**src/rtl/golden_ratio_hsv_color_gen_unit_macros.svh**
```systemverilog
// ----------------------------------------------------------------------------
// golden ratio hsv colour generator - assertion macros
// concurrent checks clocked on aclk, disabled while aresetn is low
// ----------------------------------------------------------------------------
`ifndef GOLDEN_RATIO_HSV_COLOR_GEN_UNIT_MACROS_SVH
`define GOLDEN_RATIO_HSV_COLOR_GEN_UNIT_MACROS_SVH

// same-cycle implication
`define GR_HSV_ASSERT_NOW(label, ant, con, msg) \
    label: assert property (@(posedge aclk) disable iff (!aresetn) (ant) |-> (con)) \
        else $error(msg);

// next-cycle implication
`define GR_HSV_ASSERT_NEXT(label, ant, con, msg) \
    label: assert property (@(posedge aclk) disable iff (!aresetn) (ant) |=> (con)) \
        else $error(msg);

`endif

```
**src/rtl/gr_hsv_pkg.sv**
```systemverilog
// ----------------------------------------------------------------------------
// gr_hsv_pkg
// shared constants, command codes and queue status for the hsv colour unit
// ----------------------------------------------------------------------------
package gr_hsv_pkg;

    localparam int HUE_BITS_DEFAULT = 16;
    localparam int LEVEL_FRAC_BITS  = 8;
    localparam int LEVEL_W          = LEVEL_FRAC_BITS + 1;
    localparam int HUE_IN_W         = 16;
    localparam int HUE_OUT_W        = 16;
    localparam int CHAN_W           = 8;
    localparam int QUEUE_DEPTH      = 2;

    // golden-ratio fraction, top bits taken for the hue width
    localparam logic [63:0] GOLDEN_FRAC = 64'h9E3779B97F4A7C15;

    typedef enum logic [1:0] {
        CMD_CONVERT = 2'd0,
        CMD_STEP    = 2'd1,
        CMD_SEED    = 2'd2,
        CMD_UNUSED  = 2'd3
    } cmd_t;

    typedef struct packed {
        logic full;
        logic empty;
    } queue_status_t;

endpackage

```
**src/rtl/gr_hsv_front.sv**
```systemverilog
// ----------------------------------------------------------------------------
// gr_hsv_front
// takes commands, keeps the hue accumulator and queues conversion jobs
// ----------------------------------------------------------------------------
module gr_hsv_front #(
    parameter int HUE_BITS = gr_hsv_pkg::HUE_BITS_DEFAULT
) (
    input  logic                                        aclk,
    input  logic                                        aresetn,
    input  logic                                        in_valid,
    output logic                                        in_ready,
    input  logic [1:0]                                  in_cmd,
    input  logic [gr_hsv_pkg::HUE_IN_W-1:0]             in_hue,
    input  logic [gr_hsv_pkg::LEVEL_W-1:0]              in_sat,
    input  logic [gr_hsv_pkg::LEVEL_W-1:0]              in_val,
    input  logic                                        job_ready,
    output logic                                        job_push,
    output logic [HUE_BITS+2*gr_hsv_pkg::LEVEL_W-1:0]   job_data
);

    localparam int LW = gr_hsv_pkg::LEVEL_W;
    localparam logic [LW-1:0] LEVEL_ONE = LW'(1) << gr_hsv_pkg::LEVEL_FRAC_BITS;
    localparam logic [HUE_BITS-1:0] GOLDEN_STEP =
        HUE_BITS'(gr_hsv_pkg::GOLDEN_FRAC >> (64 - HUE_BITS));

    logic [HUE_BITS-1:0]                         acc_reg, acc_next;
    logic [HUE_BITS-1:0]                         acc_step;
    logic [HUE_BITS-1:0]                         hue_masked;
    logic [HUE_BITS+gr_hsv_pkg::HUE_IN_W-1:0]    hue_wide;
    logic [HUE_BITS-1:0]                         job_hue;
    logic [LW-1:0]                               sat_c, val_c;
    logic                                        accept;

    assign in_ready   = job_ready;
    assign accept     = in_valid && in_ready;
    assign hue_wide   = {{HUE_BITS{1'b0}}, in_hue};
    assign hue_masked = hue_wide[HUE_BITS-1:0];
    assign acc_step   = acc_reg + GOLDEN_STEP;
    assign sat_c      = (in_sat > LEVEL_ONE) ? LEVEL_ONE : in_sat;
    assign val_c      = (in_val > LEVEL_ONE) ? LEVEL_ONE : in_val;
    assign job_data   = {val_c, sat_c, job_hue};

    always_comb begin
        acc_next = acc_reg;
        job_push = 1'b0;
        job_hue  = hue_masked;
        if (accept) begin
            unique case (in_cmd)
                gr_hsv_pkg::CMD_CONVERT: begin
                    job_push = 1'b1;
                end
                gr_hsv_pkg::CMD_STEP: begin
                    acc_next = acc_step;
                    job_hue  = acc_step;
                    job_push = 1'b1;
                end
                gr_hsv_pkg::CMD_SEED: begin
                    acc_next = hue_masked;
                end
                default: begin
                    // unused command, dropped
                    acc_next = acc_reg;
                end
            endcase
        end
    end

    always_ff @(posedge aclk) begin
        if (!aresetn) begin
            acc_reg <= '0;
        end else begin
            acc_reg <= acc_next;
        end
    end

endmodule

```
**src/rtl/gr_hsv_queue.sv**
```systemverilog
// ----------------------------------------------------------------------------
// gr_hsv_queue
// short job queue between the command front and the conversion pipeline
// ----------------------------------------------------------------------------
module gr_hsv_queue #(
    parameter int WIDTH = 34,
    parameter int DEPTH = gr_hsv_pkg::QUEUE_DEPTH
) (
    input  logic                        aclk,
    input  logic                        aresetn,
    input  logic                        push,
    input  logic [WIDTH-1:0]            push_data,
    input  logic                        pop,
    output logic                        pop_valid,
    output logic [WIDTH-1:0]            pop_data,
    output gr_hsv_pkg::queue_status_t   status
);

    localparam int PTR_W = (DEPTH > 1) ? $clog2(DEPTH) : 1;
    localparam int CNT_W = $clog2(DEPTH + 1);

    logic [WIDTH-1:0] mem [DEPTH];
    logic [PTR_W-1:0] wr_ptr_reg, wr_ptr_next;
    logic [PTR_W-1:0] rd_ptr_reg, rd_ptr_next;
    logic [CNT_W-1:0] count_reg, count_next;
    logic             do_push, do_pop;

    assign status.full  = (count_reg == CNT_W'(DEPTH));
    assign status.empty = (count_reg == '0);
    assign do_push      = push && !status.full;
    assign do_pop       = pop && !status.empty;
    assign pop_valid    = !status.empty;
    assign pop_data     = mem[rd_ptr_reg];

    always_comb begin
        wr_ptr_next = wr_ptr_reg;
        rd_ptr_next = rd_ptr_reg;
        count_next  = count_reg;
        if (do_push) begin
            wr_ptr_next = (wr_ptr_reg == PTR_W'(DEPTH - 1)) ? '0 : wr_ptr_reg + 1'b1;
        end
        if (do_pop) begin
            rd_ptr_next = (rd_ptr_reg == PTR_W'(DEPTH - 1)) ? '0 : rd_ptr_reg + 1'b1;
        end
        if (do_push && !do_pop) begin
            count_next = count_reg + 1'b1;
        end else if (do_pop && !do_push) begin
            count_next = count_reg - 1'b1;
        end
    end

    always_ff @(posedge aclk) begin
        if (!aresetn) begin
            wr_ptr_reg <= '0;
            rd_ptr_reg <= '0;
            count_reg  <= '0;
        end else begin
            wr_ptr_reg <= wr_ptr_next;
            rd_ptr_reg <= rd_ptr_next;
            count_reg  <= count_next;
        end
    end

    always_ff @(posedge aclk) begin
        if (do_push) begin
            mem[wr_ptr_reg] <= push_data;
        end
    end

endmodule

```
**src/rtl/gr_hsv_back.sv**
```systemverilog
// ----------------------------------------------------------------------------
// gr_hsv_back
// two-stage hsv to rgb pipeline with registered result
// ----------------------------------------------------------------------------
module gr_hsv_back #(
    parameter int HUE_BITS = gr_hsv_pkg::HUE_BITS_DEFAULT
) (
    input  logic                                        aclk,
    input  logic                                        aresetn,
    input  logic                                        in_valid,
    output logic                                        in_ready,
    input  logic [HUE_BITS+2*gr_hsv_pkg::LEVEL_W-1:0]   in_job,
    output logic                                        out_valid,
    input  logic                                        out_ready,
    output logic [3*gr_hsv_pkg::CHAN_W+gr_hsv_pkg::HUE_OUT_W-1:0] out_data
);

    localparam int LW  = gr_hsv_pkg::LEVEL_W;
    localparam int FB  = gr_hsv_pkg::LEVEL_FRAC_BITS;
    localparam int CW  = gr_hsv_pkg::CHAN_W;
    localparam int HOW = gr_hsv_pkg::HUE_OUT_W;
    localparam int PW  = HUE_BITS + LW;        // f*s and (1-f)*s products
    localparam int MW  = PW + LW;              // v*(full - x*s)
    localparam int CPW = 2 * LW;               // v*(1-s)
    localparam logic [LW-1:0] LEVEL_ONE = LW'(1) << FB;
    localparam logic [PW-1:0] FULL      = PW'(1) << (HUE_BITS + FB);

    function automatic logic [CW-1:0] sat_chan(input logic [LW-1:0] x);
        return x[LW-1] ? {CW{1'b1}} : x[CW-1:0];
    endfunction

    // job fields
    logic [HUE_BITS-1:0]     j_hue;
    logic [LW-1:0]           j_sat, j_val;
    logic [HUE_BITS+2:0]     six;
    logic [HUE_BITS-1:0]     frac;
    logic [HUE_BITS:0]       frac_inv;
    logic [PW-1:0]           fs, gs;
    logic [CPW-1:0]          cp_prod;
    logic [HUE_BITS+HOW-1:0] hue_wide;

    // stage 1
    logic                    s1_v_reg, s1_v_next;
    logic [2:0]              s1_sext_reg;
    logic [PW-1:0]           s1_fs_reg, s1_gs_reg;
    logic [CW-1:0]           s1_cp_reg, s1_cv_reg;
    logic [LW-1:0]           s1_val_reg;
    logic [HOW-1:0]          s1_hue_reg;
    logic                    s1_ready, s1_load;

    // stage 2 / result
    logic                    out_v_reg, out_v_next;
    logic [MW-1:0]           mq, mt;
    logic [CW-1:0]           cq, ct;
    logic [CW-1:0]           r_sel, g_sel, b_sel;
    logic [CW-1:0]           r_reg, g_reg, b_reg;
    logic [HOW-1:0]          hue_out_reg;
    logic                    out_adv, out_load;

    assign {j_val, j_sat, j_hue} = in_job;

    // hue*6 as shift-add, top bits give the sextant
    assign six      = {1'b0, j_hue, 2'b00} + {2'b00, j_hue, 1'b0};
    assign frac     = six[HUE_BITS-1:0];
    assign frac_inv = {1'b1, {HUE_BITS{1'b0}}} - {1'b0, frac};
    assign fs       = PW'(frac) * PW'(j_sat);
    assign gs       = PW'(frac_inv) * PW'(j_sat);
    assign cp_prod  = CPW'(j_val) * CPW'(LEVEL_ONE - j_sat);
    assign hue_wide = {{HOW{1'b0}}, j_hue};

    assign out_adv   = !out_v_reg || out_ready;
    assign s1_ready  = !s1_v_reg || out_adv;
    assign in_ready  = s1_ready;
    assign s1_load   = in_valid && s1_ready;
    assign s1_v_next = s1_ready ? in_valid : s1_v_reg;
    assign out_load  = s1_v_reg && out_adv;
    assign out_v_next = out_adv ? s1_v_reg : out_v_reg;

    assign mq = MW'(s1_val_reg) * MW'(FULL - s1_fs_reg);
    assign mt = MW'(s1_val_reg) * MW'(FULL - s1_gs_reg);
    assign cq = sat_chan(mq[HUE_BITS+FB+LW-1:HUE_BITS+FB]);
    assign ct = sat_chan(mt[HUE_BITS+FB+LW-1:HUE_BITS+FB]);

    always_comb begin
        unique case (s1_sext_reg)
            3'd0: begin
                r_sel = s1_cv_reg; g_sel = ct;        b_sel = s1_cp_reg;
            end
            3'd1: begin
                r_sel = cq;        g_sel = s1_cv_reg; b_sel = s1_cp_reg;
            end
            3'd2: begin
                r_sel = s1_cp_reg; g_sel = s1_cv_reg; b_sel = ct;
            end
            3'd3: begin
                r_sel = s1_cp_reg; g_sel = cq;        b_sel = s1_cv_reg;
            end
            3'd4: begin
                r_sel = ct;        g_sel = s1_cp_reg; b_sel = s1_cv_reg;
            end
            default: begin
                r_sel = s1_cv_reg; g_sel = s1_cp_reg; b_sel = cq;
            end
        endcase
    end

    always_ff @(posedge aclk) begin
        if (!aresetn) begin
            s1_v_reg  <= 1'b0;
            out_v_reg <= 1'b0;
        end else begin
            s1_v_reg  <= s1_v_next;
            out_v_reg <= out_v_next;
        end
    end

    always_ff @(posedge aclk) begin
        if (s1_load) begin
            s1_sext_reg <= six[HUE_BITS+2:HUE_BITS];
            s1_fs_reg   <= fs;
            s1_gs_reg   <= gs;
            s1_cp_reg   <= sat_chan(cp_prod[FB+LW-1:FB]);
            s1_cv_reg   <= sat_chan(j_val);
            s1_val_reg  <= j_val;
            s1_hue_reg  <= hue_wide[HOW-1:0];
        end
        if (out_load) begin
            r_reg       <= r_sel;
            g_reg       <= g_sel;
            b_reg       <= b_sel;
            hue_out_reg <= s1_hue_reg;
        end
    end

    assign out_valid = out_v_reg;
    assign out_data  = {hue_out_reg, b_reg, g_reg, r_reg};

endmodule

```
**src/rtl/golden_ratio_hsv_color_gen_unit.sv**
```systemverilog
// accepted convert or step jobs pass the job queue, stage 1 and the result registers
// throughput: one item per cycle unless m_tready low or queue full; front hue add is comb
// the two-entry job queue and the two pipeline registers in the back set the latency
// seed commands and unused commands give no result and take one transfer slot each
// reset (aresetn low, synchronous) clears the hue accumulator, the queue and all valid flags
// ----------------------------------------------------------------------------
// golden_ratio_hsv_color_gen_unit
// hsv to rgb colour generator with golden-ratio hue stepping
// ----------------------------------------------------------------------------
`include "golden_ratio_hsv_color_gen_unit_macros.svh"

module golden_ratio_hsv_color_gen_unit #(
    parameter int HUE_BITS = gr_hsv_pkg::HUE_BITS_DEFAULT
) (
    input  logic        aclk,
    input  logic        aresetn,
    input  logic        s_tvalid,
    output logic        s_tready,
    input  logic [39:0] s_tdata,    // hue_in[15:0], saturation[24:16], value_level[33:25]
    input  logic [1:0]  s_tuser,    // cmd[1:0]
    output logic        m_tvalid,
    input  logic        m_tready,
    output logic [39:0] m_tdata     // red[7:0], green[15:8], blue[23:16], hue_used[39:24]
);

    localparam int LW    = gr_hsv_pkg::LEVEL_W;
    localparam int HIW   = gr_hsv_pkg::HUE_IN_W;
    localparam int JOB_W = HUE_BITS + 2 * LW;

    logic                          job_push, job_ready;
    logic [JOB_W-1:0]              job_data;
    logic                          q_valid, q_pop;
    logic [JOB_W-1:0]              q_data;
    gr_hsv_pkg::queue_status_t     q_status;

    assign job_ready = !q_status.full;

    gr_hsv_front #(
        .HUE_BITS (HUE_BITS)
    ) u_front (
        .aclk      (aclk),
        .aresetn   (aresetn),
        .in_valid  (s_tvalid),
        .in_ready  (s_tready),
        .in_cmd    (s_tuser),
        .in_hue    (s_tdata[HIW-1:0]),
        .in_sat    (s_tdata[HIW+LW-1:HIW]),
        .in_val    (s_tdata[HIW+2*LW-1:HIW+LW]),
        .job_ready (job_ready),
        .job_push  (job_push),
        .job_data  (job_data)
    );

    gr_hsv_queue #(
        .WIDTH (JOB_W),
        .DEPTH (gr_hsv_pkg::QUEUE_DEPTH)
    ) u_queue (
        .aclk      (aclk),
        .aresetn   (aresetn),
        .push      (job_push),
        .push_data (job_data),
        .pop       (q_pop),
        .pop_valid (q_valid),
        .pop_data  (q_data),
        .status    (q_status)
    );

    gr_hsv_back #(
        .HUE_BITS (HUE_BITS)
    ) u_back (
        .aclk      (aclk),
        .aresetn   (aresetn),
        .in_valid  (q_valid),
        .in_ready  (q_pop),
        .in_job    (q_data),
        .out_valid (m_tvalid),
        .out_ready (m_tready),
        .out_data  (m_tdata)
    );

    `GR_HSV_ASSERT_NOW(a_no_job_for_seed,
        s_tvalid && s_tready && (s_tuser == gr_hsv_pkg::CMD_SEED || s_tuser == gr_hsv_pkg::CMD_UNUSED),
        !job_push, "seed or unused command queued a job")

    `GR_HSV_ASSERT_NOW(a_push_needs_transfer, job_push,
        s_tvalid && s_tready, "job queued without an input transfer")

    `GR_HSV_ASSERT_NOW(a_full_blocks_input, q_status.full, !s_tready,
        "input ready while job queue full")

    `GR_HSV_ASSERT_NEXT(a_push_fills_queue, job_push && q_status.empty,
        !q_status.empty, "queued job lost")

endmodule

```
**config.mk**
```make
export PLATFORM = sky130hd
export DESIGN_NAME = golden_ratio_hsv_color_gen_unit
export DESIGN_NICKNAME = d
export VERILOG_FILES = /design/src/rtl/gr_hsv_pkg.sv /design/src/rtl/gr_hsv_front.sv /design/src/rtl/gr_hsv_queue.sv /design/src/rtl/gr_hsv_back.sv /design/src/rtl/golden_ratio_hsv_color_gen_unit.sv
export VERILOG_INCLUDE_DIRS = /design/src /design/src/rtl
export SDC_FILE = /design/constraint.sdc
export NUM_CORES = 2
export LEC_CHECK = 0
export ABC_AREA = 1
export BUFFER_PORTS_ARGS = -buffer_cell sky130_fd_sc_hd__buf_2
export CAP_MARGIN = 30
export CORE_MARGIN = 4
export CORE_UTILIZATION = 28
export CTS_CLUSTER_SIZE = 20
export DETAILED_ROUTE_END_ITERATION = 7
export SLEW_MARGIN = 20
export SYNTH_ARGS = -nofsm -noshare
export SYNTH_HDL_FRONTEND = slang
export SYNTH_HIERARCHICAL = 1
export SYNTH_SLANG_ARGS = --single-unit
```
**constraint.sdc**
```tcl
create_clock -name aclk -period 7.4 [get_ports aclk]
set_clock_uncertainty 0.1 [all_clocks]
set_input_delay 0.74 -clock aclk [delete_from_list [all_inputs] [get_ports aclk]]
set_output_delay 0.74 -clock aclk [all_outputs]
set_load 0.005 [all_outputs]
```
==> impl_metrics.toml <==
[floorplan]
rows = 133
core_area_um2 = 132000
die-area_um2 = 139300
die_w_um = 373.2
start_util = 0.2830
io_pins = 88
die_h_um = 373.2

[finish]
drive_gt1_frac = 0.07829
largest_reg_flops = 68
diodes = 0
syn2layout_area_growth_pct = 9.658
fillers = 13990
fin_nets = 5617
final_util = 0.3104
finalNonFillerCells = 6494

[hold_path]
hold_path_depth = 1
min-delay-start = "s_tdata[33]"
hold_class = "in2reg"
hold_path_end = "u_queue/mem[0][33]"

[setup_path]
slowest_delay_ps = 510
required_ps = 7580
crit_top_cell = "nand2_1"
end_kind = "flip-flop"
r2r_start = "u_back/s1_fs_reg[1]"
path_class = "reg2reg"
crit_slowest_cell = "fa_1"
cp_max_fo = 7
reg2reg_depth = 31
cp.arrival_ps = 7140
r2r-end = "u_back/b_reg[6]"
r2r_slack_ps = 440
startpoint_type = "flip-flop"

[cts]
clkTransAtPathRegs_ps = 60
cts-root-buf = "clkbuf_16"
insertion_delay_ps = 570
cts_tree = "built"
cts_max_path_buffers = 3
clock_sinks = 222
h-tree-depth = 1
ctsHoldBuffers = 0
cts_made_buffers = 27

[synthesis]
ys_seq_elements = 222
synth_nets = 5549
syn-cell-area_um2 = 37350
syn_area_per_cell_um2 = 8.030
synth.top_cell.area_share = 0.3162
synth_top_cell_by_area = "fa_1"
yosys_warnings = 6
yosys-top-cells-area = "fa_1 (32%), edfxtp_1 (16%), nand2_1 (11%)"
synth_seq_area_share = 0.1723
synth_cell_types = 63
postSynthCellCount = 4651

[global_route]
grt.overflow.total = 0
antenna_found_initial = 0
grt_use_total = 0.1359
grt_pass1_vias = 30500
grt_max_degree = 73
grt_pass1_wl_um = 157700

[timing]
hold_violations = 0
worst_slew_pin_slew_ps = 1023
rsz0062_at_grt = "true"
setup_viol = 0
fmax_mhz = 143.7
fin_crit_sh = 0.9406
max-slew-margin-rel = 0.3178
slew_viol_final = 0
period_minus_slack_ps = 6961

[drt]
firstDrtPassIters = 5
vias = 29500
wire_per_inst_um = 14.57
drt-initial-drc-count = 1911
drt_wl_total_um = 94590
detail-route-antenna-nets = 0
via_per_inst = 4.542
drc = 0

[place]
port_buffers = 81
place_hpwl_um = 78480
routabilityCongestion = 0.8909
dp_cells = 6443

[flow_run]
cap_viol_max_count = 0

[status]
outcome = "finished clean"
-- critical path: cells and delay by family (launching register included) --
family / cells / cell delay, ps
adders and majority gates: 7 / 2950
and+or+nand+nor: 16 / 2250
buffers and inverters: 6 / 530
AOI/OAI and AO/OA: 2 / 430
DFF: 1 / 410
-- synth_stat cells, drive strengths merged --
library cell / count
nand3b: 7
o21ai: 94
nor3: 37
a211oi: 1
a21boi: 5
clkinv: 3
nand3: 135
buf: 27
xnor2: 35
fa: 590
inv: 1061
o31ai: 8
o21a: 4
o21bai: 16
nor2: 546
o2111ai: 1
edfxtp: 199
a211o: 1
a21oi: 166
o211ai: 4
ha: 262
dfxtp: 23
nand4: 59
a21o: 14
a221oi: 6
a22oi: 1
nand2: 1129
a31oi: 9
nor3b: 3
xor2: 58
mux2: 34
or4: 1
nor4: 10
clkbuf: 81
and2: 2
or2: 19
-- placed cells by master, fill, tap and decap left out, drive strengths merged, types with 6 or more instances in the layout --
cell type,n
a21o,14
a21oi,166
a221oi,6
a31oi,9
buf,147
clkbuf,34
clkinv,13
dfxtp,23
edfxtp,199
fa,590
ha,262
inv,1063
mux2,34
nand2,1129
nand3,135
nand3b,7
nand4,59
nor2,546
nor3,37
nor4,10
o21ai,94
o21bai,16
o31ai,8
or2,19
xnor2,35
xor2,58
-- final cells by class --
cell class	instances	area, um2	area share
multi-input combinational	3257	26530	0.6478
sequential	222	6437	0.1572
inverter	1064	3998	0.09761
tap	1755	2196	0.05362
timing repair buffer	147	945.9	0.02310
clock buffer	34	711.9	0.01738
clock inverter	15	136.4	0.003330
-- metrics by stage --
stage          hold slack (ps)  cell area (um2)  setup TNS [ps]  worst slack (ps)
3_3_place_gp             306.6            39930               0             220.5
4_1_cts                  250.4            40840               0             168.0
5_1_grt                  260.7            40960          -12.98            -10.80
6_report                 305.4            40960               0             439.2
3_5_place_dp             305.2            39990               0             190.8
2_1_floorplan            300.3            37350               0             702.1
-- how the worst max path moves through the flow --
stage                         from                   end  depth (start not counted)
2_1_floorplan            flip-flop  u_back/s1_gs_reg[22]                         31
3_3_place_gp             flip-flop  u_back/s1_gs_reg[22]                         30
3_5_place_dp   u_back/s1_fs_reg[1]       u_back/g_reg[5]                         30
4_1_cts        u_back/s1_fs_reg[1]       u_back/g_reg[5]                         32
5_1_grt                  flip-flop  u_back/s1_gs_reg[24]                         31
6_report       u_back/s1_fs_reg[1]       u_back/b_reg[6]                         31
-- per-layer routing --
metal / vias to the layer above / routed length (um) / global-route usage
met5: - / 0 / 0
met2: 728 / 44360 / 0.2303
met1: 14480 / 43020 / 0.1870
li1: 14180 / - / -
met4: 0 / 2082 / 0.02756
met3: 112 / 5124 / 0.01702
-- cells by family (layout without fill, tap and decap cells) --
| logic type | count (synthesis) | after routing | synth area share |
|---|---|---|---|
| multiplexers | 34 | 34 | 0.01327 |
| adder cells (fa/ha/maj) | 852 | 852 | 0.4040 |
| buffers and inverters | 1172 | 1260 | 0.1205 |
| AO/OA/AOI/OAI | 330 | 330 | 0.04951 |
| AND/OR/NAND/NOR | 1948 | 1948 | 0.2164 |
| flip-flops | 222 | 222 | 0.1723 |
| XOR/XNOR | 93 | 93 | 0.02392 |
-- timing repair --
action / 4_1_cts / 5_1_grt
endpoints found under the setup margin: 0 / 36
gates resized for setup: 0 / 40
setup buffers: 0 / 2
Power is left out: the tool's default activity adds up to more than one toggle a clock period on the data nets, which glitch-free logic cannot reach.
